### src/design/erpd_pkg.sv
// shared types and constants of the escape-coded run-length page decoder
`default_nettype none
package erpd_pkg;

  localparam logic [1:0] ST_OK      = 2'd0;
  localparam logic [1:0] ST_CLIPPED = 2'd1;
  localparam logic [1:0] ST_TRUNC   = 2'd2;

  localparam int OFFSET_W = 16;
  localparam int LENGTH_W = 17;

  typedef struct packed {
    logic [OFFSET_W-1:0] fill_offset;
    logic [LENGTH_W-1:0] fill_length;
    logic [7:0]          fill_value;
    logic                page_done;
    logic [1:0]          status;
  } result_t;

endpackage
`default_nettype wire

### src/design/erpd_if.sv
// channel interfaces for packed input bytes and fill commands
`default_nettype none
interface erpd_in_if;
  logic       valid;
  logic       ready;
  logic       op;
  logic [7:0] packed_byte;
  logic       last;

  modport source (output valid, output op, output packed_byte, output last, input ready);
  modport sink (input valid, input op, input packed_byte, input last, output ready);
endinterface

interface erpd_out_if;
  logic        valid;
  logic        ready;
  logic [15:0] fill_offset;
  logic [16:0] fill_length;
  logic [7:0]  fill_value;
  logic        page_done;
  logic [1:0]  status;

  modport source (output valid, output fill_offset, output fill_length, output fill_value,
                  output page_done, output status, input ready);
  modport sink (input valid, input fill_offset, input fill_length, input fill_value,
                input page_done, input status, output ready);
endinterface
`default_nettype wire

### src/design/erpd_core.sv
// decoder state and per-byte decode into a fill command
`default_nettype none
module erpd_core #(
  parameter int PAGE_BYTES = 65536
) (
  input  wire logic             clk,
  input  wire logic             rst_n,
  input  wire logic             fire,
  input  wire logic             op,
  input  wire logic [7:0]       packed_byte,
  input  wire logic             last,
  output logic                  res_valid,
  output erpd_pkg::result_t     res
);

  localparam int OFF_W = $clog2(PAGE_BYTES + 1);
  localparam int LEN_W = erpd_pkg::LENGTH_W;

  typedef enum logic [2:0] {
    PH_FIRST = 3'd0,
    PH_DATA  = 3'd1,
    PH_VALUE = 3'd2,
    PH_COUNT = 3'd3,
    PH_CLO   = 3'd4,
    PH_CHI   = 3'd5
  } phase_t;

  phase_t            phase_r, phase_nxt;
  logic [7:0]        escape_r, escape_nxt;
  logic [7:0]        run_value_r, run_value_nxt;
  logic [7:0]        count_low_r, count_low_nxt;
  logic [OFF_W-1:0]  wr_off_r, wr_off_nxt;
  logic              overrun_r, overrun_nxt;

  logic              do_run;
  logic              seq_open;
  logic [15:0]       run_n;
  logic [7:0]        run_val;
  logic [OFF_W-1:0]  room;
  logic              clipped;
  logic              skip;
  logic [LEN_W-1:0]  run_len;
  logic [LEN_W-1:0]  wr_len;

  always_comb begin
    phase_nxt     = phase_r;
    escape_nxt    = escape_r;
    run_value_nxt = run_value_r;
    count_low_nxt = count_low_r;
    wr_off_nxt    = wr_off_r;
    overrun_nxt   = overrun_r;
    res_valid     = 1'b0;
    res           = '0;
    do_run        = 1'b0;
    seq_open      = 1'b0;
    run_n         = 16'd1;
    run_val       = run_value_r;

    if (op) begin
      phase_nxt       = PH_FIRST;
      wr_off_nxt      = '0;
      overrun_nxt     = 1'b0;
      res_valid       = 1'b1;
      res.fill_length = LEN_W'(PAGE_BYTES);
      res.page_done   = 1'b1;
      res.status      = erpd_pkg::ST_OK;
    end else begin
      case (phase_r)
        PH_DATA: begin
          if (packed_byte == escape_r) begin
            phase_nxt = PH_VALUE;
            seq_open  = 1'b1;
          end else begin
            run_val       = packed_byte;
            run_value_nxt = packed_byte;
            run_n         = 16'd1;
            do_run        = 1'b1;
          end
        end
        PH_VALUE: begin
          run_value_nxt = packed_byte;
          phase_nxt     = PH_COUNT;
          seq_open      = 1'b1;
        end
        PH_COUNT: begin
          if (packed_byte != 8'd0) begin
            run_n  = {8'd0, packed_byte};
            do_run = 1'b1;
          end else begin
            phase_nxt = PH_CLO;
            seq_open  = 1'b1;
          end
        end
        PH_CLO: begin
          count_low_nxt = packed_byte;
          phase_nxt     = PH_CHI;
          seq_open      = 1'b1;
        end
        PH_CHI: begin
          run_n  = {packed_byte, count_low_r};
          do_run = 1'b1;
        end
        default: begin
          // first byte: escape code and background of the whole page
          escape_nxt      = packed_byte;
          run_value_nxt   = packed_byte;
          count_low_nxt   = 8'd0;
          wr_off_nxt      = '0;
          overrun_nxt     = 1'b0;
          phase_nxt       = last ? PH_FIRST : PH_DATA;
          res_valid       = 1'b1;
          res.fill_length = LEN_W'(PAGE_BYTES);
          res.fill_value  = packed_byte;
          res.page_done   = last;
          res.status      = erpd_pkg::ST_OK;
        end
      endcase
    end

    // run arithmetic, clipped against the page end
    room    = OFF_W'(PAGE_BYTES) - wr_off_r;
    clipped = {1'b0, run_n} > LEN_W'(room);
    run_len = clipped ? LEN_W'(room) : {1'b0, run_n};
    skip    = (run_val == escape_r);
    wr_len  = skip ? '0 : run_len;

    if (do_run) begin
      overrun_nxt = overrun_r | clipped;
      wr_off_nxt  = wr_off_r + OFF_W'(run_len);
      phase_nxt   = last ? PH_FIRST : PH_DATA;
      if (last || !(skip || run_n == 16'd0)) begin
        res_valid       = 1'b1;
        res.fill_length = wr_len;
        res.fill_offset = (wr_len != '0) ? erpd_pkg::OFFSET_W'(wr_off_r) : '0;
        res.fill_value  = (wr_len != '0) ? run_val : 8'd0;
        res.page_done   = last;
        if (last)
          res.status = overrun_nxt ? erpd_pkg::ST_CLIPPED : erpd_pkg::ST_OK;
        else
          res.status = clipped ? erpd_pkg::ST_CLIPPED : erpd_pkg::ST_OK;
      end
    end

    // page ends inside an escape sequence
    if (seq_open && last) begin
      phase_nxt     = PH_FIRST;
      res_valid     = 1'b1;
      res           = '0;
      res.page_done = 1'b1;
      res.status    = erpd_pkg::ST_TRUNC;
    end
  end

  always_ff @(posedge clk) begin
    if (!rst_n) begin
      phase_r     <= PH_FIRST;
      escape_r    <= 8'd0;
      run_value_r <= 8'd0;
      count_low_r <= 8'd0;
      wr_off_r    <= '0;
      overrun_r   <= 1'b0;
    end else if (fire) begin
      phase_r     <= phase_nxt;
      escape_r    <= escape_nxt;
      run_value_r <= run_value_nxt;
      count_low_r <= count_low_nxt;
      wr_off_r    <= wr_off_nxt;
      overrun_r   <= overrun_nxt;
    end
  end

  a_offset_bound: assert property (@(posedge clk) disable iff (!rst_n)
    wr_off_r <= OFF_W'(PAGE_BYTES))
    else $error("write offset passed page end");

  a_empty_page_clears: assert property (@(posedge clk) disable iff (!rst_n)
    fire && op |=> wr_off_r == '0 && !overrun_r && phase_r == PH_FIRST)
    else $error("empty page did not restart the page");

  a_phase_legal: assert property (@(posedge clk) disable iff (!rst_n)
    phase_r <= PH_CHI)
    else $error("phase left the defined codes");

endmodule
`default_nettype wire

### src/design/escape_rle_page_decoder.sv
// top level: input register, decode core and result register
// an accepted byte is held in the input register, then decoded by the core into the result register
// throughput: one packed byte per cycle while no result waits on a stalled output, the decode is a single pass per byte
// while a result waits the input register still takes one byte, then input stalls
// reset (rst_n low, synchronous) empties both stages and awaits a page's first byte
`default_nettype none
module escape_rle_page_decoder #(
  parameter int PAGE_BYTES = 65536
) (
  input  wire logic   clk,
  input  wire logic   rst_n,
  erpd_in_if.sink     in_ch,
  erpd_out_if.source  out_ch
);

  logic              s1_valid_r;
  logic              s1_op_r;
  logic [7:0]        s1_byte_r;
  logic              s1_last_r;
  logic              advance;
  logic              in_fire;
  logic              core_valid;
  erpd_pkg::result_t core_res;
  logic              out_valid_r;
  erpd_pkg::result_t out_res_r;

  assign advance      = s1_valid_r && (!out_valid_r || out_ch.ready);
  assign in_ch.ready  = !s1_valid_r || advance;
  assign in_fire      = in_ch.valid && in_ch.ready;

  always_ff @(posedge clk) begin
    if (!rst_n) begin
      s1_valid_r <= 1'b0;
    end else if (in_ch.ready) begin
      s1_valid_r <= in_ch.valid;
    end
  end

  always_ff @(posedge clk) begin
    if (in_fire) begin
      s1_op_r   <= in_ch.op;
      s1_byte_r <= in_ch.packed_byte;
      s1_last_r <= in_ch.last;
    end
  end

  erpd_core #(
    .PAGE_BYTES(PAGE_BYTES)
  ) u_core (
    .clk        (clk),
    .rst_n      (rst_n),
    .fire       (advance),
    .op         (s1_op_r),
    .packed_byte(s1_byte_r),
    .last       (s1_last_r),
    .res_valid  (core_valid),
    .res        (core_res)
  );

  always_ff @(posedge clk) begin
    if (!rst_n) begin
      out_valid_r <= 1'b0;
    end else if (advance && core_valid) begin
      out_valid_r <= 1'b1;
    end else if (out_ch.ready) begin
      out_valid_r <= 1'b0;
    end
  end

  always_ff @(posedge clk) begin
    if (advance && core_valid) begin
      out_res_r <= core_res;
    end
  end

  assign out_ch.valid       = out_valid_r;
  assign out_ch.fill_offset = out_res_r.fill_offset;
  assign out_ch.fill_length = out_res_r.fill_length;
  assign out_ch.fill_value  = out_res_r.fill_value;
  assign out_ch.page_done   = out_res_r.page_done;
  assign out_ch.status      = out_res_r.status;

  a_fill_in_page: assert property (@(posedge clk) disable iff (!rst_n)
    out_valid_r |-> ({1'b0, out_res_r.fill_offset} + out_res_r.fill_length
                     <= 17'(PAGE_BYTES)))
    else $error("fill command reaches past page end");

  a_no_write_fields: assert property (@(posedge clk) disable iff (!rst_n)
    out_valid_r && out_res_r.fill_length == '0 |->
      out_res_r.fill_offset == '0 && out_res_r.fill_value == 8'd0)
    else $error("empty fill carries offset or value");

  a_stall_only_when_full: assert property (@(posedge clk) disable iff (!rst_n)
    !in_ch.ready |-> s1_valid_r && out_valid_r && !out_ch.ready)
    else $error("input stalled without a full pipeline");

endmodule
`default_nettype wire

### src/flat_wrapper.sv
// flat-port wrapper written by rule: the top's interface ports become plain ports
module escape_rle_page_decoder_flat 
#(
  parameter int PAGE_BYTES = 65536
)
  (clk, rst_n, in_ch_valid, in_ch_op, in_ch_packed_byte, in_ch_last, in_ch_ready, out_ch_valid, out_ch_fill_offset, out_ch_fill_length, out_ch_fill_value, out_ch_page_done, out_ch_status, out_ch_ready);
  erpd_in_if in_ch_i ();
  erpd_out_if out_ch_i ();
  input  wire logic clk;
  input  wire logic rst_n;
  input wire logic [$bits(in_ch_i.valid)-1:0] in_ch_valid;
  input wire logic [$bits(in_ch_i.op)-1:0] in_ch_op;
  input wire logic [$bits(in_ch_i.packed_byte)-1:0] in_ch_packed_byte;
  input wire logic [$bits(in_ch_i.last)-1:0] in_ch_last;
  output wire logic [$bits(in_ch_i.ready)-1:0] in_ch_ready;
  output wire logic [$bits(out_ch_i.valid)-1:0] out_ch_valid;
  output wire logic [$bits(out_ch_i.fill_offset)-1:0] out_ch_fill_offset;
  output wire logic [$bits(out_ch_i.fill_length)-1:0] out_ch_fill_length;
  output wire logic [$bits(out_ch_i.fill_value)-1:0] out_ch_fill_value;
  output wire logic [$bits(out_ch_i.page_done)-1:0] out_ch_page_done;
  output wire logic [$bits(out_ch_i.status)-1:0] out_ch_status;
  input wire logic [$bits(out_ch_i.ready)-1:0] out_ch_ready;
  assign in_ch_i.valid = in_ch_valid;
  assign in_ch_i.op = in_ch_op;
  assign in_ch_i.packed_byte = in_ch_packed_byte;
  assign in_ch_i.last = in_ch_last;
  assign in_ch_ready = in_ch_i.ready;
  assign out_ch_valid = out_ch_i.valid;
  assign out_ch_fill_offset = out_ch_i.fill_offset;
  assign out_ch_fill_length = out_ch_i.fill_length;
  assign out_ch_fill_value = out_ch_i.fill_value;
  assign out_ch_page_done = out_ch_i.page_done;
  assign out_ch_status = out_ch_i.status;
  assign out_ch_i.ready = out_ch_ready;
  escape_rle_page_decoder #(.PAGE_BYTES(PAGE_BYTES)) u_core (.clk(clk), .rst_n(rst_n), .in_ch(in_ch_i), .out_ch(out_ch_i));
endmodule
### config.mk
export PLATFORM = sky130hd
export DESIGN_NAME = escape_rle_page_decoder_flat
export DESIGN_NICKNAME = d
export VERILOG_FILES = /design/src/design/erpd_pkg.sv /design/src/design/erpd_if.sv /design/src/design/erpd_core.sv /design/src/design/escape_rle_page_decoder.sv /design/src/flat_wrapper.sv
export SDC_FILE = /design/constraint.sdc
export NUM_CORES = 1
export LEC_CHECK = 0
export BUFFER_PORTS_ARGS = -buffer_cell sky130_fd_sc_hd__buf_2
export CAP_MARGIN = 20
export CORE_MARGIN = 5
export CORE_UTILIZATION = 52
export CTS_BUF_LIST = sky130_fd_sc_hd__clkbuf_16
export DETAILED_ROUTE_END_ITERATION = 12
export PLACE_DENSITY = 0.7
export SETUP_SLACK_MARGIN = 0.3
export SKIP_LAST_GASP = 1
export SLEW_MARGIN = 25
export SYNTH_ARGS = -nofsm -noshare
export SYNTH_HDL_FRONTEND = slang
export SYNTH_HIERARCHICAL = 1
export SYNTH_SLANG_ARGS = --single-unit
### constraint.sdc
create_clock -name clk -period 6.23 [get_ports clk]
set_input_delay 1.246 -clock clk [delete_from_list [all_inputs] [get_ports clk]]
set_output_delay 1.246 -clock clk [all_outputs]
set_load 0.1 [all_outputs]
Word level (Yosys, flattened, before mapping)
Cells that the tools add are included.
{ "totals": {"reg_bits": 101, "latch_bits": 0, "ram_bits": 0, "mem_bits_ro": 0, "in_bits": 14, "output_inout_bits": 46, "elab_cells": 111, "mem_count": 0} }
{ "op_classes": {"addsub": 2, "multipliers": 0, "div_mod_pow": 0, "n_lt_le_gt_ge": 1, "eq_ne": 11, "shifts": 0, "muxes": 48, "n_bitwise": 8, "n_reduce_logical": 25} }
{ "ops": {"columns": ["cell", "n"], "rows": [
  ["$mux W17", 6],
  ["$mux W28", 3],
  ["$mux W8", 6],
  ["$pmux W16 S2", 1],
  ["$pmux W8 S2", 2],
  ["$mux W1", 20],
  ["$mux W3", 6],
  ["$add A17 B17 Y17", 1],
  ["$gt A16 B17 Y1", 1],
  ["$reduce_bool A17 Y1", 1],
  ["$sub A17 B17 Y17 const A", 1],
  ["$eq A8 B8 Y1", 2],
  ["$logic_not A16 Y1", 1],
  ["$mux W16", 1],
  ["$pmux W3 S5", 1],
  ["$ne A5 B4 Y1 const B", 2],
  ["$reduce_and A3 Y1", 3],
  ["$reduce_bool A8 Y1", 1],
  ["$reduce_or A4 Y1", 2],
  ["$not A1 Y1", 7],
  ["$eq A3 B2 Y1 const B", 2],
  ["$eq A3 B3 Y1 const B", 2],
  ["$pmux W1 S3", 2],
  ["$reduce_or A5 Y1", 1],
  ["other kinds (12)", 20]
]} }

Longest topological paths before layout
{ "logic_depth": {"depth_word": 13, "depth_mapped": 26} }

Hierarchy
Netlist, hierarchy kept.
{ "modules_own_cells": {"columns": ["mod", "instances", "cells_each", "area_each_um2", "seq_area_each_um2"], "rows": [
  ["erpd_core", 1, 581, 4530.6, 900.9],
  ["escape_rle_page_decoder", 1, 67, 1734.2, 1661.6]
]} }

Worst setup path after synthesis
No wires, ideal clock.
{ "synth_timing": {"kind": "reg-to-reg", "start": "register u_core.u_core.wr_off_r[4]", "end": "register u_core.u_core.wr_off_r[16]", "setup_ns": 0.059, "t_arrival_ns": 4.939, "required_time_ns": 6.171, "slack_ns": 1.232, "stages_incl_launch_ff": 26, "n_path_buf": 2, "period_less_slack_ns": 4.998, "path_cell_list": "dfxtp_1 > buf_6 > nor4_4 > nand3_2 > or3_4 > xnor2_2 > ha_1 > nand4_1 > nor4_1 > o21ai_0 > a41oi_1 > nand2_1 > clkbuf_1 > nor2_1 > a21oi_1 > ha_1 > inv_1 > fa_1 > nand2b_1 > a211oi_1 > o31a_1 > o41a_1 > a211oi_1 > a21oi_1 > o21ai_0 > a22o_1"} }
{ "synth_between": {"elab_chain_len": 5} }
{ "synth_rtl": {"columns": ["element", "line", "rtl"], "rows": [
  ["start: declaration", "erpd_core.sv:32", "logic [OFF_W-1:0] wr_off_r, wr_off_nxt;"],
  ["start signal: assignment", "erpd_core.sv:167", "wr_off_r <= wr_off_nxt;"],
  ["$sub A17 B17 Y17", "erpd_core.sv:121", "room = OFF_W'(PAGE_BYTES) - wr_off_r;"],
  ["$gt A16 B17 Y1", "erpd_core.sv:122", "clipped = {1'b0, run_n} > LEN_W'(room);"],
  ["$mux W17", "erpd_core.sv:123", "run_len = clipped ? LEN_W'(room) : {1'b0, run_n};"],
  ["$add A17 B17 Y17 (*)", "erpd_core.sv:129", "wr_off_nxt = wr_off_r + OFF_W'(run_len);"],
  ["$mux W17 (*)", "erpd_core.sv:127", "if (do_run) begin"]
]} }
Every way passes the cells marked *; elsewhere a longest branch is shown, timed or not.
A chain may end at the register's enable or synchronous reset.

Worst setup path after layout
{ "layout_timing": {"start": "register u_core.u_core.wr_off_r[1]", "end": "register u_core.u_core.wr_off_r[16]"} }
The elaborated chain is that of the path after synthesis.

==> results_dict.tcl <==
set metrics [dict create \
    die-height_um 120 \
    cts_max_level 3 \
    clk_latency_ns 0.35 \
    diodes 0 \
    layout_commonest_cell "buf_2" \
    pre_cts_ws_ns 0.409 \
    drive_gt1_share_pct 15.8 \
    ios 60 \
    dp_hpwl_um 10600 \
    rsz0062_at_grt "false" \
    layout_min_cycle_time_ns 5.38 \
    dpl_cell_area_mm2 0.00659 \
    fmax_ghz 0.186 \
    root_buffer "clkbuf_16" \
    cts.clk_slew.worst_paths_ns 0.07 \
    hp-class "flop to flop" \
    syn_area_per_cell_um2 9.67 \
    ant_nets 0 \
    nets 739 \
    timing.reg2reg.setup_slack_ns 0.85 \
    dr_wl_met3_um 968 \
    cts_hold_buf 0 \
    maxCapViolCount 0 \
    critical_path.max_stage_delay_ns 0.37 \
    area_delta_synth_final_pct 10.3 \
    ys_seq_elements 101 \
    async_reset_ff_share_pct 0 \
    synth_flop_cell "edfxtp_1" \
    slowest_stage "dfxtp_1" \
    slew_viol_final 0 \
    finalCritPeriodShare_pct 86.3 \
    p_leak_nw 2.62 \
    drtIter0Drc 326 \
    drc_errors 0 \
    stdcell_area_mm2 0.00691 \
    fin_util_pct 58.0 \
    antenna_found_initial 0 \
    start_kind "flop" \
    dp_cells 825 \
    cp.arrival_ns 5.62 \
    critPathCaptureType "flop" \
    min_from "u_core/u_core/count_low_r[5]" \
    routed_wl_um 15000 \
    syn_nets 697 \
    grt-ovfl-total 0 \
    slew_headroom_pct 47.1 \
    required_ns 6.47 \
    setup_viol 0 \
    r2r_start "u_core/u_core/wr_off_r[1]" \
    layout_common_cells "59 x buf_2, 54 x edfxtp_1, 51 x nand2_1" \
    final.setup.tns_ns 0 \
    synthCells 648 \
    whs_ns 0.468 \
    coreArea_mm2 0.0119 \
    numClockSinks 101 \
    vias_per_cell 5.96 \
    setup_ws_ns 0.855 \
    tritoncts "built" \
    drt_pre_antenna_iters 5 \
    syn_area_mm2 0.00626 \
    met1Wirelength_um 6580 \
    highest_layer "met4" \
    die_x_um 120 \
    critPathLaunch "u_core/u_core/wr_off_r[1]" \
    grt_max_degree 52 \
    power_mw 1.44 \
    critPathMostFrequentCell "ha_1" \
    crit_type "flop to flop" \
    tightest_slew_ns 0.794 \
    die_area_mm2 0.0143 \
    fillers 1041 \
    synth_edf_count 54 \
    gr-usage-all-layers_pct 21.4 \
    grt_pass1_vias 5033 \
    final-instance-count-excl-fill 842 \
    avgRoutedWirePerCell_um 17.8 \
    clk_path_buf_depth 2 \
    place_congestion 0.940 \
    synth-seq-area-share_pct 40.9 \
    fin_skew_ns 0.00618 \
    cp_max_fo 18 \
    io_buffers 59 \
    synth.distinct_cells 73 \
    finalHoldViolCount 0 \
    ir_drop_v 0.000115 \
    ys_warn_count 6 \
    met2WireLength_um 7080 \
    grt_pass1_wl_um 24600 \
    status "finished clean" \
    numCtsBuffers 9 \
    p_per_area_mw_per_mm2 209 \
    start_util_pct 52.6 \
    num_rows 40 \
    vias 5019 \
]
-- flip-flops by register name, indices dropped and copies added, names as in the netlist, 2 cells and up --
name,cells
u_core/out_ch.fill_length,17
u_core/out_ch.status,2
u_core/out_ch.fill_value,8
u_core/u_core/wr_off_r,17
u_core/s1_byte_r,8
u_core/u_core/phase_r,3
u_core/out_ch.fill_offset,16
u_core/u_core/run_value_r,8
u_core/u_core/count_low_r,8
u_core/u_core/escape_r,8
-- worst max-delay path: cells and delay by family (launching register included) --
kind,cells,cell delay [ns]
AO/OA/AOI/OAI,8,1.50
XOR/XNOR,1,0.25
adder cells (fa/ha/maj),4,0.98
buffers and inverters,2,0.22
flip-flops,1,0.37
AND/OR/NAND/NOR,10,1.93
-- synth_stat cells (4+ instances only) --
cell type	instances	area, um2
a211oi_1	5	37.5
a21boi_0	10	75.1
a21oi_1	32	160
a22oi_1	10	75.1
a32o_1	8	80.1
and2_1	26	163
buf_2	12	60.1
buf_6	6	67.6
clkbuf_1	13	48.8
dfxtp_1	47	941
edfxtp_1	54	1620
ha_1	34	425
inv_1	19	71.3
mux2i_1	18	180
nand2_1	52	195
nand2b_1	13	81.3
nand3_1	22	110
nand3b_1	18	135
nand4_1	4	25.0
nor2_1	38	143
nor2b_1	45	282
nor3_1	11	55.1
nor4_1	6	37.5
o21a_1	5	37.5
o21ai_0	33	165
or2_2	4	25.0
xnor2_1	24	210
xor2_1	13	114
-- area by class of cell --
type / count / area [um2] / area share, %
Clock buffer: 9 / 225 / 3.26
Clock inverter: 7 / 41.3 / 0.598
Inverter: 19 / 71.3 / 1.03
Multi-Input combinational cell: 493 / 3480 / 50.3
Sequential cell: 101 / 2560 / 37.1
Tap cell: 147 / 184 / 2.66
Timing Repair Buffer: 66 / 348 / 5.03
-- where the power goes --
| part | switching [mW] | internal (mW) | total [mW] |
|---|---|---|---|
| clock network | 0.245 | 0.268 | 0.513 |
| logic | 0.148 | 0.0427 | 0.191 |
| registers | 0.0185 | 0.723 | 0.741 |
| total | 0.411 | 1.03 | 1.44 |
-- what timing repair did --
item	CTS	global route
gates resized for setup	0	8
endpoints found under the setup margin	0	7
setup buffers	0	1
-- logic make-up (layout without fill, tap and decap cells) --
family	count (synthesis)	count (layout)	synth area share, %
AND/OR/NAND/NOR	258	258	23.2
AO/OA/AOI/OAI	144	144	16.0
flip-flops	101	101	40.9
buffers and inverters	54	101	4.39
XOR/XNOR	38	38	5.43
adder cells (fa/ha/maj)	35	35	7.11
multiplexers	18	18	2.88
-- metal layers --
metal  global-route usage, %  vias to the layer above
met1                    27.7                     2377
met4                    11.1                        0
li1                        -                     2426
met5                       0                        -
met2                    33.4                      186
met3                    4.85                       30
-- path summary, 6_finish.rpt --
check | endpoint | depth (start not counted)
worst max-delay path | u_core/u_core/wr_off_r[16] | 25
worst min-delay path | u_core/u_core/count_low_r[5] | 2
worst max register to register | u_core/u_core/wr_off_r[16] | 25
worst min register to register | u_core/u_core/count_low_r[5] | 2
Power figures use the tool's default switching activity.
